==> config.mk <==
export PLATFORM = sky130hd
export DESIGN_NAME = string_hash_bucket_index_unit
export DESIGN_NICKNAME = d
export VERILOG_FILES = /design/src/rtl/shbi_pkg.sv /design/src/rtl/shbi_ctrl.sv /design/src/rtl/shbi_dp.sv /design/src/rtl/string_hash_bucket_index_unit.sv
export SDC_FILE = /design/constraint.sdc
export NUM_CORES = 1
export LEC_CHECK = 0
export BUFFER_PORTS_ARGS = -buffer_cell sky130_fd_sc_hd__buf_2
export CORE_MARGIN = 2
export CORE_UTILIZATION = 50
export CTS_BUF_LIST = sky130_fd_sc_hd__clkbuf_4
export DETAILED_ROUTE_END_ITERATION = 10
export MAX_ROUTING_LAYER = met4
export PLACE_DENSITY = 0.68
export SYNTH_ARGS = -nofsm -noshare
export SYNTH_HDL_FRONTEND = slang
export SYNTH_SLANG_ARGS = --single-unit
==> constraint.sdc <==
create_clock -name clk -period 9.4 [get_ports clk]
set_input_delay 0.94 -clock clk [delete_from_list [all_inputs] [get_ports clk]]
set_output_delay 0.94 -clock clk [all_outputs]
set_load 0.02 [all_outputs]
==> src/rtl/shbi_pkg.sv <==
`timescale 1ns / 1ps
// Shared types and constants for the string hash bucket index unit.
// No dependencies; used by the controller, the datapath and the top level.
package shbi_pkg;

  localparam int HASH_W           = 64;
  localparam int MASK_W           = 63;
  localparam int SIZE_W           = 32;
  localparam int CHAR_W           = 8;
  localparam int BIT_IDX_W        = $clog2(MASK_W);
  localparam int INDEX_WIDTH_DEF  = 32;

  localparam logic [SIZE_W-1:0]    TABLE_SIZE_RESET = SIZE_W'(1024);
  localparam logic [BIT_IDX_W-1:0] TOP_BIT          = BIT_IDX_W'(MASK_W - 1);
  localparam logic [CHAR_W-1:0]    TERMINATOR       = '0;

  // Controller to datapath.
  typedef struct packed {
    logic                 hash_step;  // fold the transferred byte into the hash
    logic                 capture;    // latch masked hash, clear hash, start divide
    logic                 div_step;   // one restoring-division step
    logic [BIT_IDX_W-1:0] bit_idx;    // dividend bit consumed by this step
    logic                 publish;    // load the output register
  } shbi_cmd_t;

  // Datapath to controller.
  typedef struct packed {
    logic char_zero;  // presented byte is the terminator
    logic out_hold;   // output register full and not being taken
  } shbi_stat_t;

endpackage

==> src/rtl/shbi_ctrl.sv <==
`timescale 1ns / 1ps
// Sequencer for the string hash unit: byte intake, divide steps, publish.
// Depends on shbi_pkg.
module shbi_ctrl
  import shbi_pkg::*;
(
  input  logic       clk,
  input  logic       rst,
  input  logic       in_valid,
  input  shbi_stat_t stat,
  output logic       in_ready,
  output shbi_cmd_t  cmd
);

  typedef enum logic [1:0] {
    S_RUN,
    S_DIV,
    S_DONE
  } state_t;

  state_t               state;
  logic [BIT_IDX_W-1:0] bit_idx;
  logic                 xfer;

  assign in_ready = (state == S_RUN);
  assign xfer     = in_valid && in_ready;

  always_comb begin
    cmd           = '0;
    cmd.hash_step = xfer && !stat.char_zero;
    cmd.capture   = xfer && stat.char_zero;
    cmd.div_step  = (state == S_DIV);
    cmd.bit_idx   = bit_idx;
    cmd.publish   = (state == S_DONE) && !stat.out_hold;
  end

  always_ff @(posedge clk) begin
    if (rst) begin
      state   <= S_RUN;
      bit_idx <= TOP_BIT;
    end else begin
      case (state)
        S_RUN: begin
          if (xfer && stat.char_zero) begin
            state   <= S_DIV;
            bit_idx <= TOP_BIT;
          end
        end
        S_DIV: begin
          if (bit_idx == '0) begin
            state <= S_DONE;
          end else begin
            bit_idx <= bit_idx - 1'b1;
          end
        end
        S_DONE: begin
          // hold until the output register can take the result
          if (!stat.out_hold) begin
            state <= S_RUN;
          end
        end
        default: state <= S_RUN;
      endcase
    end
  end

endmodule

==> src/rtl/shbi_dp.sv <==
`timescale 1ns / 1ps
// Datapath: running hash, table size register, restoring divider, output register.
// Depends on shbi_pkg.
module shbi_dp
  import shbi_pkg::*;
#(
  parameter int INDEX_WIDTH = INDEX_WIDTH_DEF
) (
  input  logic                   clk,
  input  logic                   rst,
  input  logic [CHAR_W-1:0]      char_code,
  input  logic                   cfg_we,
  input  logic [SIZE_W-1:0]      cfg_data,
  input  logic                   out_ready,
  input  shbi_cmd_t              cmd,
  output shbi_stat_t             stat,
  output logic                   out_valid,
  output logic [INDEX_WIDTH-1:0] bucket_index,
  output logic [MASK_W-1:0]      masked_hash
);

  logic [HASH_W-1:0] running_hash;
  logic [HASH_W-1:0] running_hash_next;
  logic [SIZE_W-1:0] table_size;
  logic [MASK_W-1:0] dividend;
  logic [SIZE_W-1:0] rem;
  logic [SIZE_W-1:0] rem_next;
  logic [SIZE_W:0]   shifted;
  logic [SIZE_W:0]   diff;
  logic [HASH_W-1:0] index_wide;

  assign stat.char_zero = (char_code == TERMINATOR);
  assign stat.out_hold  = out_valid && !out_ready;

  // hash * 131 + signed byte, as shifts and adds
  assign running_hash_next = (running_hash << 7) + (running_hash << 1) + running_hash
                           + {{(HASH_W-CHAR_W){char_code[CHAR_W-1]}}, char_code};

  // one restoring-division step per cycle, MSB first
  assign shifted  = {rem, dividend[cmd.bit_idx]};
  assign diff     = shifted - {1'b0, table_size};
  assign rem_next = diff[SIZE_W] ? shifted[SIZE_W-1:0] : diff[SIZE_W-1:0];

  // a zero table size yields index zero
  assign index_wide = (table_size == '0) ? '0 : {{(HASH_W-SIZE_W){1'b0}}, rem};

  always_ff @(posedge clk) begin
    if (rst) begin
      running_hash <= '0;
      table_size   <= TABLE_SIZE_RESET;
      out_valid    <= 1'b0;
    end else begin
      if (cfg_we) begin
        table_size <= cfg_data;
      end
      if (cmd.hash_step) begin
        running_hash <= running_hash_next;
      end else if (cmd.capture) begin
        running_hash <= '0;
      end
      if (cmd.publish) begin
        out_valid <= 1'b1;
      end else if (out_ready) begin
        out_valid <= 1'b0;
      end
    end
  end

  always_ff @(posedge clk) begin
    if (cmd.capture) begin
      dividend <= running_hash[MASK_W-1:0];
      rem      <= '0;
    end else if (cmd.div_step) begin
      rem <= rem_next;
    end
    if (cmd.publish) begin
      bucket_index <= index_wide[INDEX_WIDTH-1:0];
      masked_hash  <= dividend;
    end
  end

endmodule

==> src/rtl/string_hash_bucket_index_unit.sv <==
`timescale 1ns / 1ps
// String hash bucket index unit: takes a string one byte per transfer and folds
// each nonzero byte (as a signed char) into a 64-bit hash, hash = hash*131 + byte.
// A zero byte ends the string: the hash with bit 63 cleared goes out as
// masked_hash, together with masked_hash modulo table_size as bucket_index, and
// the hash restarts from zero. Nonzero bytes are taken one per cycle. Once the
// terminator is taken, the input stalls while a bit-serial restoring divider runs
// and then the output register is loaded; a full output register that is not taken
// holds the unit after the divide. table_size is written by cfg_we/cfg_data; the
// user must write it only while idle, which the block itself does not enforce; a
// table size of zero gives bucket_index 0. Depends on shbi_pkg.
module string_hash_bucket_index_unit
  import shbi_pkg::*;
#(
  parameter int INDEX_WIDTH = INDEX_WIDTH_DEF
) (
  input  logic                   clk,
  input  logic                   rst,
  input  logic                   in_valid,
  output logic                   in_ready,
  input  logic [CHAR_W-1:0]      char_code,
  output logic                   out_valid,
  input  logic                   out_ready,
  output logic [INDEX_WIDTH-1:0] bucket_index,
  output logic [MASK_W-1:0]      masked_hash,
  input  logic                   cfg_we,
  input  logic [SIZE_W-1:0]      cfg_data
);

  shbi_cmd_t  cmd;
  shbi_stat_t stat;

  shbi_ctrl u_ctrl (
    .clk      (clk),
    .rst      (rst),
    .in_valid (in_valid),
    .stat     (stat),
    .in_ready (in_ready),
    .cmd      (cmd)
  );

  shbi_dp #(
    .INDEX_WIDTH (INDEX_WIDTH)
  ) u_dp (
    .clk          (clk),
    .rst          (rst),
    .char_code    (char_code),
    .cfg_we       (cfg_we),
    .cfg_data     (cfg_data),
    .out_ready    (out_ready),
    .cmd          (cmd),
    .stat         (stat),
    .out_valid    (out_valid),
    .bucket_index (bucket_index),
    .masked_hash  (masked_hash)
  );

`ifndef SYNTHESIS
  a_byte_no_result: assert property (@(posedge clk) disable iff (rst)
    (in_valid && in_ready && char_code != TERMINATOR && !out_valid) |=> !out_valid)
    else $error("result appeared after a nonzero byte");

  a_term_stalls: assert property (@(posedge clk) disable iff (rst)
    (in_valid && in_ready && char_code == TERMINATOR) |=> !in_ready)
    else $error("input not stalled during divide");

  a_publish_stalled: assert property (@(posedge clk) disable iff (rst)
    $rose(out_valid) |-> $past(!in_ready))
    else $error("result loaded while input was open");
`endif

endmodule
==> results of run 1 <==
report_power, final:
group | switching (mW) | internal [mW]
Clock | 0.538 | 0.693
Combinational | 2.97 | 1.81
Sequential | 0.108 | 1.48
Total | 3.62 | 3.98
worst register-to-register path: cells and delay by family (launching register included):
family                     cells  cell delay [ns]
AOI/OAI and AO/OA              6             1.85
muxes                          3             1.31
DFF                            1             1.05
buffers and inverters          4             0.96
adders and majority gates      2             0.63
and+or+nand+nor                3             0.38
registers in the layout, indices dropped and copies added (netlist names):
signal,count
u_dp.dividend,63
u_dp.bucket_index,32
u_dp.masked_hash,63
u_ctrl.bit_idx,6
u_ctrl.state,2
u_dp.rem,32
u_dp.running_hash,63
u_dp.table_size,32
u_dp.out_valid,1
cells in the mapped netlist (6+ instances only):
| cell type | instances |
|---|---|
| a31oi_1 | 14 |
| o21bai_1 | 17 |
| ha_1 | 101 |
| mux2i_1 | 56 |
| nor2_1 | 132 |
| inv_1 | 238 |
| edfxtp_1 | 158 |
| o21ai_1 | 24 |
| o21ai_0 | 101 |
| a22oi_1 | 25 |
| and3_1 | 6 |
| a21o_1 | 34 |
| nor2b_1 | 40 |
| dfxtp_1 | 136 |
| fa_1 | 118 |
| o21a_1 | 20 |
| nand3_1 | 31 |
| xor2_1 | 38 |
| clkbuf_1 | 64 |
| nand2_1 | 125 |
| a211oi_1 | 12 |
| nand2b_1 | 15 |
| xnor2_1 | 50 |
| a21oi_1 | 145 |
| and2_1 | 8 |
| mux4_2 | 20 |
| o211ai_1 | 15 |
| nor4_1 | 14 |
| nor3_1 | 17 |
| nand4_1 | 20 |
| buf_2 | 7 |
layout make-up:
type / count / area [um^2] / area share
Clock inverter: 22 / 171 / 0.00803
Sequential cell: 294 / 7470 / 0.350
Antenna cell: 2 / 5.00 / 0.000234
Clock buffer: 126 / 946 / 0.0443
Tap cell: 511 / 639 / 0.0299
Multi-Input combinational cell: 1280 / 10400 / 0.488
Inverter: 239 / 898 / 0.0421
Timing Repair Buffer: 153 / 796 / 0.0373
worst max-delay path by stage:
stage	from	slack [ns]	to	cells after the start
after floorplan	char_code[7]	2.87	u_dp.running_hash[61]	15
after global placement	u_ctrl.bit_idx[1]	3.08	u_dp.rem[0]	18
after detailed placement	u_ctrl.bit_idx[1]	3.05	u_dp.rem[0]	18
after CTS	u_ctrl.bit_idx[1]	3.02	u_dp.rem[6]	18
after global routing	u_ctrl.bit_idx[1]	2.64	u_dp.rem[0]	18
final	u_ctrl.bit_idx[1]	3.01	u_dp.rem[6]	18
per-layer routing:
layer / part of all wire / wire (um)
met5: 0 / 0
met4: 0.021 / 1020
met3: 0.064 / 3150
met2: 0.48 / 23800
met1: 0.43 / 21100
cells in the final DEF, fill, tap and decap left out, drive strengths merged, types with 50 or more instances in the layout:
| cell | n |
|---|---|
| a21oi | 149 |
| buf | 153 |
| clkbuf | 126 |
| dfxtp | 136 |
| edfxtp | 158 |
| fa | 118 |
| ha | 101 |
| inv | 239 |
| mux2i | 56 |
| nand2 | 125 |
| nor2 | 132 |
| o21ai | 125 |
| xnor2 | 50 |
kinds of logic (layout without fill, tap and decap cells):
kind of cell	after synthesis	after routing	share of synthesized area
compound gates	463	463	0.152
simple gates	433	433	0.108
buf+inv	315	540	0.0640
flops	294	294	0.391
fa+ha+maj	219	219	0.190
xor+xnor	88	88	0.0404
mux	77	77	0.0538
other cells	0	2	0
==> results.py, run 1 <==
metrics = {
    "finish": {
        "nNetsFinal": 2311,
        "post-route-util": 0.568,
        "drive_gt1_frac": 0.158,
        "num-fill-cells": 3269,
        "fin_cells": 2627,
        "design_area_mm2": 0.0213,
        "area_delta_synth_final_pct": 11.9,
    },
    "worst_setup_path": {
        "crit_slowest_cell": "dfxtp_1",
        "path_max_fanout": 24,
        "cp_cell_sequence": "inv_1 -> nand3_1 -> o21ai_0 -> mux4_2 -> mux4_2 -> clkinv_1 -> ha_1 -> inv_1 -> fa_1 -> a211oi_1 -> o21a_1 -> nor3b_2 -> o21ai_1 -> nor2_1 -> a2111oi_4 -> buf_4 -> mux2i_1 -> a21oi_1",
        "slowest_delay_ns": 1.05,
        "crit_type": "flop to flop",
        "worst-path-buf-inv": 4,
        "timing.rr.end": "u_dp.rem[6]",
        "cp.required_ns": 9.91,
        "cp.arrival_ns": 6.90,
        "cp-start-kind": "flop",
        "worstSetupEndpointType": "flop",
        "worstRegToRegCells": 18,
        "r2r_start": "u_ctrl.bit_idx[1]",
        "reg2reg_slack_ns": 3.01,
        "cpLargestDelayFamily": "compound AO/OA/AOI/OAI gates",
    },
    "floorplanning": {
        "dieArea_mm2": 0.0397,
        "core_mm2": 0.0376,
        "die_x_um": 199,
        "io_pins": 142,
        "start_util": 0.508,
        "rows": 71,
        "die_h_um": 199,
    },
    "sta": {
        "fin_crit_ns": 6.39,
        "fmax_mhz": 156,
        "setup_ws_ns": 3.01,
        "finalSetupTns_ns": 0,
        "rsz0062_at_grt": "false",
        "maxSlewHeadroom": 0.180,
        "hold_slack_ns": 0.389,
        "report.final.setup_viol": 0,
        "worst_pin_slew_ns": 1.23,
        "period_share": 0.680,
        "clock-skew-final_ns": 0.0798,
        "hold_violations": 0,
        "maxSlewViolCount": 0,
    },
    "global_route": {
        "grt_pass1_vias": 14500,
        "grt_pass1_wl_um": 77900,
        "antenna_found_initial": 2,
        "grt_max_degree": 70,
        "busiest_layer": "met2",
        "grt_use_met2": 0.415,
        "grt.met3_usage": 0.0473,
        "grt_overflow": 0,
        "grt_util_met1": 0.342,
        "track_usage": 0.261,
    },
    "place": {
        "dp.cells": 2477,
        "port_buffers": 141,
        "gp_congestion": 0.944,
        "hpwl_um": 38000,
        "placed_cell_area_mm2": 0.0202,
        "pre_cts_ws_ns": 3.05,
    },
    "power": {
        "total_power_mw": 7.60,
        "p_leak_nw": 9.13,
        "peakVddDrop_mv": 0.158,
        "power_density_mw_per_mm2": 356,
    },
    "drt": {
        "routed_wl_um": 49100,
        "drc": 0,
        "avgViaCountPerCell": 5.54,
        "first_pass_iters": 5,
        "vias": 14500,
        "drtIter0Drc": 1115,
        "routedWlPerCell_um": 18.7,
        "drtAntennaViolNets": 0,
    },
    "clock_network": {
        "clock_sinks": 294,
        "cts_tree": "done",
        "clk_latency_ns": 0.74,
        "cts_root_buffer": "clkbuf_4",
        "clk_path_buf_depth": 3,
        "htreeDepth": 3,
        "cts.clk_slew.worst_paths_ns": 0.07,
        "cts_inserted_buffers": 79,
        "hold_buffers": 0,
        "cts_resized": 0,
        "post_cts_buffers": 0,
    },
    "synth": {
        "synth_area_leaders": "edfxtp_1 25%, dfxtp_1 14%, fa_1 12%, ha_1 6.6%, inv_1 4.7%",
        "syn_inst": 1889,
        "syn_area_per_cell_um2": 10.1,
        "syn-num-nets": 2153,
        "seq_area_frac_synth": 0.391,
        "ys_ff_latch": 294,
        "synth_ff_type": "edfxtp_1",
        "netlist.area_leader.share": 0.249,
        "synth_cell_types": 78,
        "async_reset_ff_frac": 0,
        "netlist.top_cell.by_area": "edfxtp_1",
        "synth_edf_count": 158,
        "synth_area_mm2": 0.0191,
        "yosys_warnings": 0,
    },
    "run_status": {
        "outcome": "finished clean",
    },
    "min_path": {
        "hold_depth": 0,
        "whs_endpoint": "u_dp.masked_hash[28]",
        "worstHoldPathType": "flop to flop",
        "min_from": "u_dp.dividend[28]",
    },
    "flow_run": {
        "cap_violations": 0,
    },
}
Power figures use the tool's default switching activity.
==> run 2, diff against run 1 <==
PLACE_DENSITY = 0.71   (was 0.68)
clock period = 5.47 ns   (was 9.4 ns; I/O delays follow)
==> run 2 against run 1 <==
Net effect:
- worst setup slack worse by 2.6 ns
- cell count is 0.27% higher
- worst hold slack worse by 0.30 ns
- maximum frequency is 27% higher
- cell area is 0.50% higher
- clock-buffer cell count is 16 lower
- via count is 0.47% higher
==> results.py, run 2 (same netlist as run 1, synthesis figures left out) <==
metrics = {
    "place": {
        "gp_congestion": 0.954,
        "hpwl_um": 38200,
        "port_buffers": 141,
        "placed_cell_area_mm2": 0.0204,
        "pre_cts_ws_ns": 0.0213,
    },
    "floorplanning": {
        "rows": 71,
        "io_pins": 142,
        "dieArea_mm2": 0.0397,
        "start_util": 0.508,
        "die_h_um": 199,
        "core_mm2": 0.0376,
        "die_x_um": 199,
    },
    "global_route": {
        "grt_pass1_vias": 14400,
        "grt_pass1_wl_um": 76700,
        "grt_overflow": 0,
        "antenna_found_initial": 1,
        "grt_max_degree": 70,
        "track_usage": 0.256,
    },
    "clock_network": {
        "cts.clk_slew.worst_paths_ns": 0.06,
        "cts_resized": 0,
        "cts_inserted_buffers": 73,
        "clk_latency_ns": 0.70,
        "cts_root_buffer": "clkbuf_4",
        "clock_sinks": 294,
        "clk_path_buf_depth": 3,
        "htreeDepth": 3,
        "cts_tree": "done",
    },
    "power": {
        "total_power_mw": 13.2,
        "p_leak_nw": 9.17,
        "peakVddDrop_mv": 0.279,
        "power_density_mw_per_mm2": 614,
    },
    "worst_setup_path": {
        "cp.arrival_ns": 5.61,
        "slowest_delay_ns": 0.52,
        "cp.required_ns": 6.05,
        "crit_type": "flop to flop",
        "cp-start-kind": "flop",
        "cpLargestDelayFamily": "multiplexers",
        "crit_slowest_cell": "mux4_2",
        "worstSetupEndpointType": "flop",
        "worst-path-buf-inv": 5,
        "path_max_fanout": 13,
        "cp_cell_sequence": "buf_4 -> mux4_2 -> mux4_2 -> mux4_2 -> clkinv_1 -> ha_1 -> inv_1 -> fa_1 -> a211oi_1 -> o21a_1 -> nor3b_2 -> o2111a_1 -> a2111oi_2 -> a2111oi_4 -> buf_4 -> buf_4 -> mux2i_1 -> a211oi_1",
        "reg2reg_slack_ns": 0.44,
    },
    "finish": {
        "top_regs": "u_dp.dividend: 63 flops, u_dp.masked_hash: 63 flops, u_dp.running_hash: 63 flops",
        "nNetsFinal": 2325,
        "drive_gt1_frac": 0.160,
        "design_area_mm2": 0.0215,
        "layout_common_cells": "236 x inv_1, 158 x edfxtp_1, 144 x a21oi_1",
        "regArea_mm2": 0.00747,
        "multiInputGateArea_mm2": 0.0104,
        "area_delta_synth_final_pct": 12.5,
        "final_common_cell": "inv_1",
        "post-route-util": 0.571,
        "num-fill-cells": 3218,
    },
    "sta": {
        "hold_violations": 0,
        "finalSetupTns_ns": 0,
        "maxSlewViolCount": 0,
        "setup_ws_ns": 0.443,
        "rsz0062_at_grt": "false",
        "clock-skew-final_ns": 0.0413,
        "fin_crit_ns": 5.03,
        "report.final.setup_viol": 0,
        "period_share": 0.919,
        "worst_pin_slew_ns": 1.26,
        "fmax_mhz": 199,
        "maxSlewHeadroom": 0.162,
    },
    "flow_run": {
        "cap_violations": 0,
    },
    "drt": {
        "vias": 14600,
        "drc": 0,
        "drtIter0Drc": 947,
        "routedWlPerCell_um": 18.5,
        "routed_wl_um": 48700,
        "drtAntennaViolNets": 0,
        "avgViaCountPerCell": 5.55,
        "first_pass_iters": 9,
    },
    "min_path": {
        "worstHoldPathType": "input pin to flop",
    },
    "run_status": {
        "outcome": "finished clean",
    },
}
-- run 2: cell types whose count changed in the layout (fill, tap and decap cells not counted), sizes merged --
| cell | change |
|---|---|
| clkinvlp | +3 |
| clkbuf | -16 |
| buf | +20 |
| diode | -1 |
| clkinv | +1 |
-- run 2: path summary, 6_finish.rpt --
kind / startpoint / endpoint / cells after the start
setup / recovery: u_ctrl.bit_idx[0] / u_dp.rem[24] / 18
hold / removal: cfg_data[21] / u_dp.table_size[21] / 3
setup reg to reg: u_ctrl.bit_idx[0] / u_dp.rem[24] / 18
hold reg to reg: u_dp.dividend[6] / u_dp.masked_hash[6] / 0
-- run 2: timing repair --
item,CTS,global route
hold buffers,0,0
buffers inserted,0,6
endpoints found under the setup margin,0,29
endpoints found under the hold margin,0,0
-- run 2: worst reg2reg max path: cells and delay by family (launching register included) --
| family | cells | cell delay [ns] |
|---|---|---|
| AOI/OAI and AO/OA | 6 | 1.54 |
| adders and majority gates | 2 | 0.59 |
| buffers and inverters | 5 | 0.75 |
| DFF | 1 | 0.39 |
| muxes | 4 | 1.59 |
| and+or+nand+nor | 1 | 0.09 |
-- run 2: cell type report --
cell class              count  share of cell area
well taps                 511              0.0298
clock inverters            26             0.00927
diodes                      1            0.000117
inverters                 239              0.0420
repair buffers            173              0.0464
clock buffers             110              0.0385
multi-input cells        1280               0.486
flip-flops and latches    294               0.348
-- run 2: per-layer routing --
metal	share of wire	track usage	vias to the layer above	wire length (um)
met5	0	-	-	0
met4	0.025	0.0823	0	1210
met3	0.056	0.0419	78	2730
met2	0.48	0.413	481	23500
met1	0.44	0.332	7053	21200
li1	-	-	7002	-
-- run 2: power breakdown --
part	switching, mW	internal (mW)
Sequential	0.184	2.55
Combinational	5.25	3.24
Clock	0.890	1.08
Total	6.32	6.86
-- run 2: through the flow --
step                cells  hold WS (ns)
floorplan            1889         0.421
global placement     2491         0.427
detailed placement   2491         0.431
CTS                  2627        0.0215
global route         2634        0.0702
finish               2634        0.0925
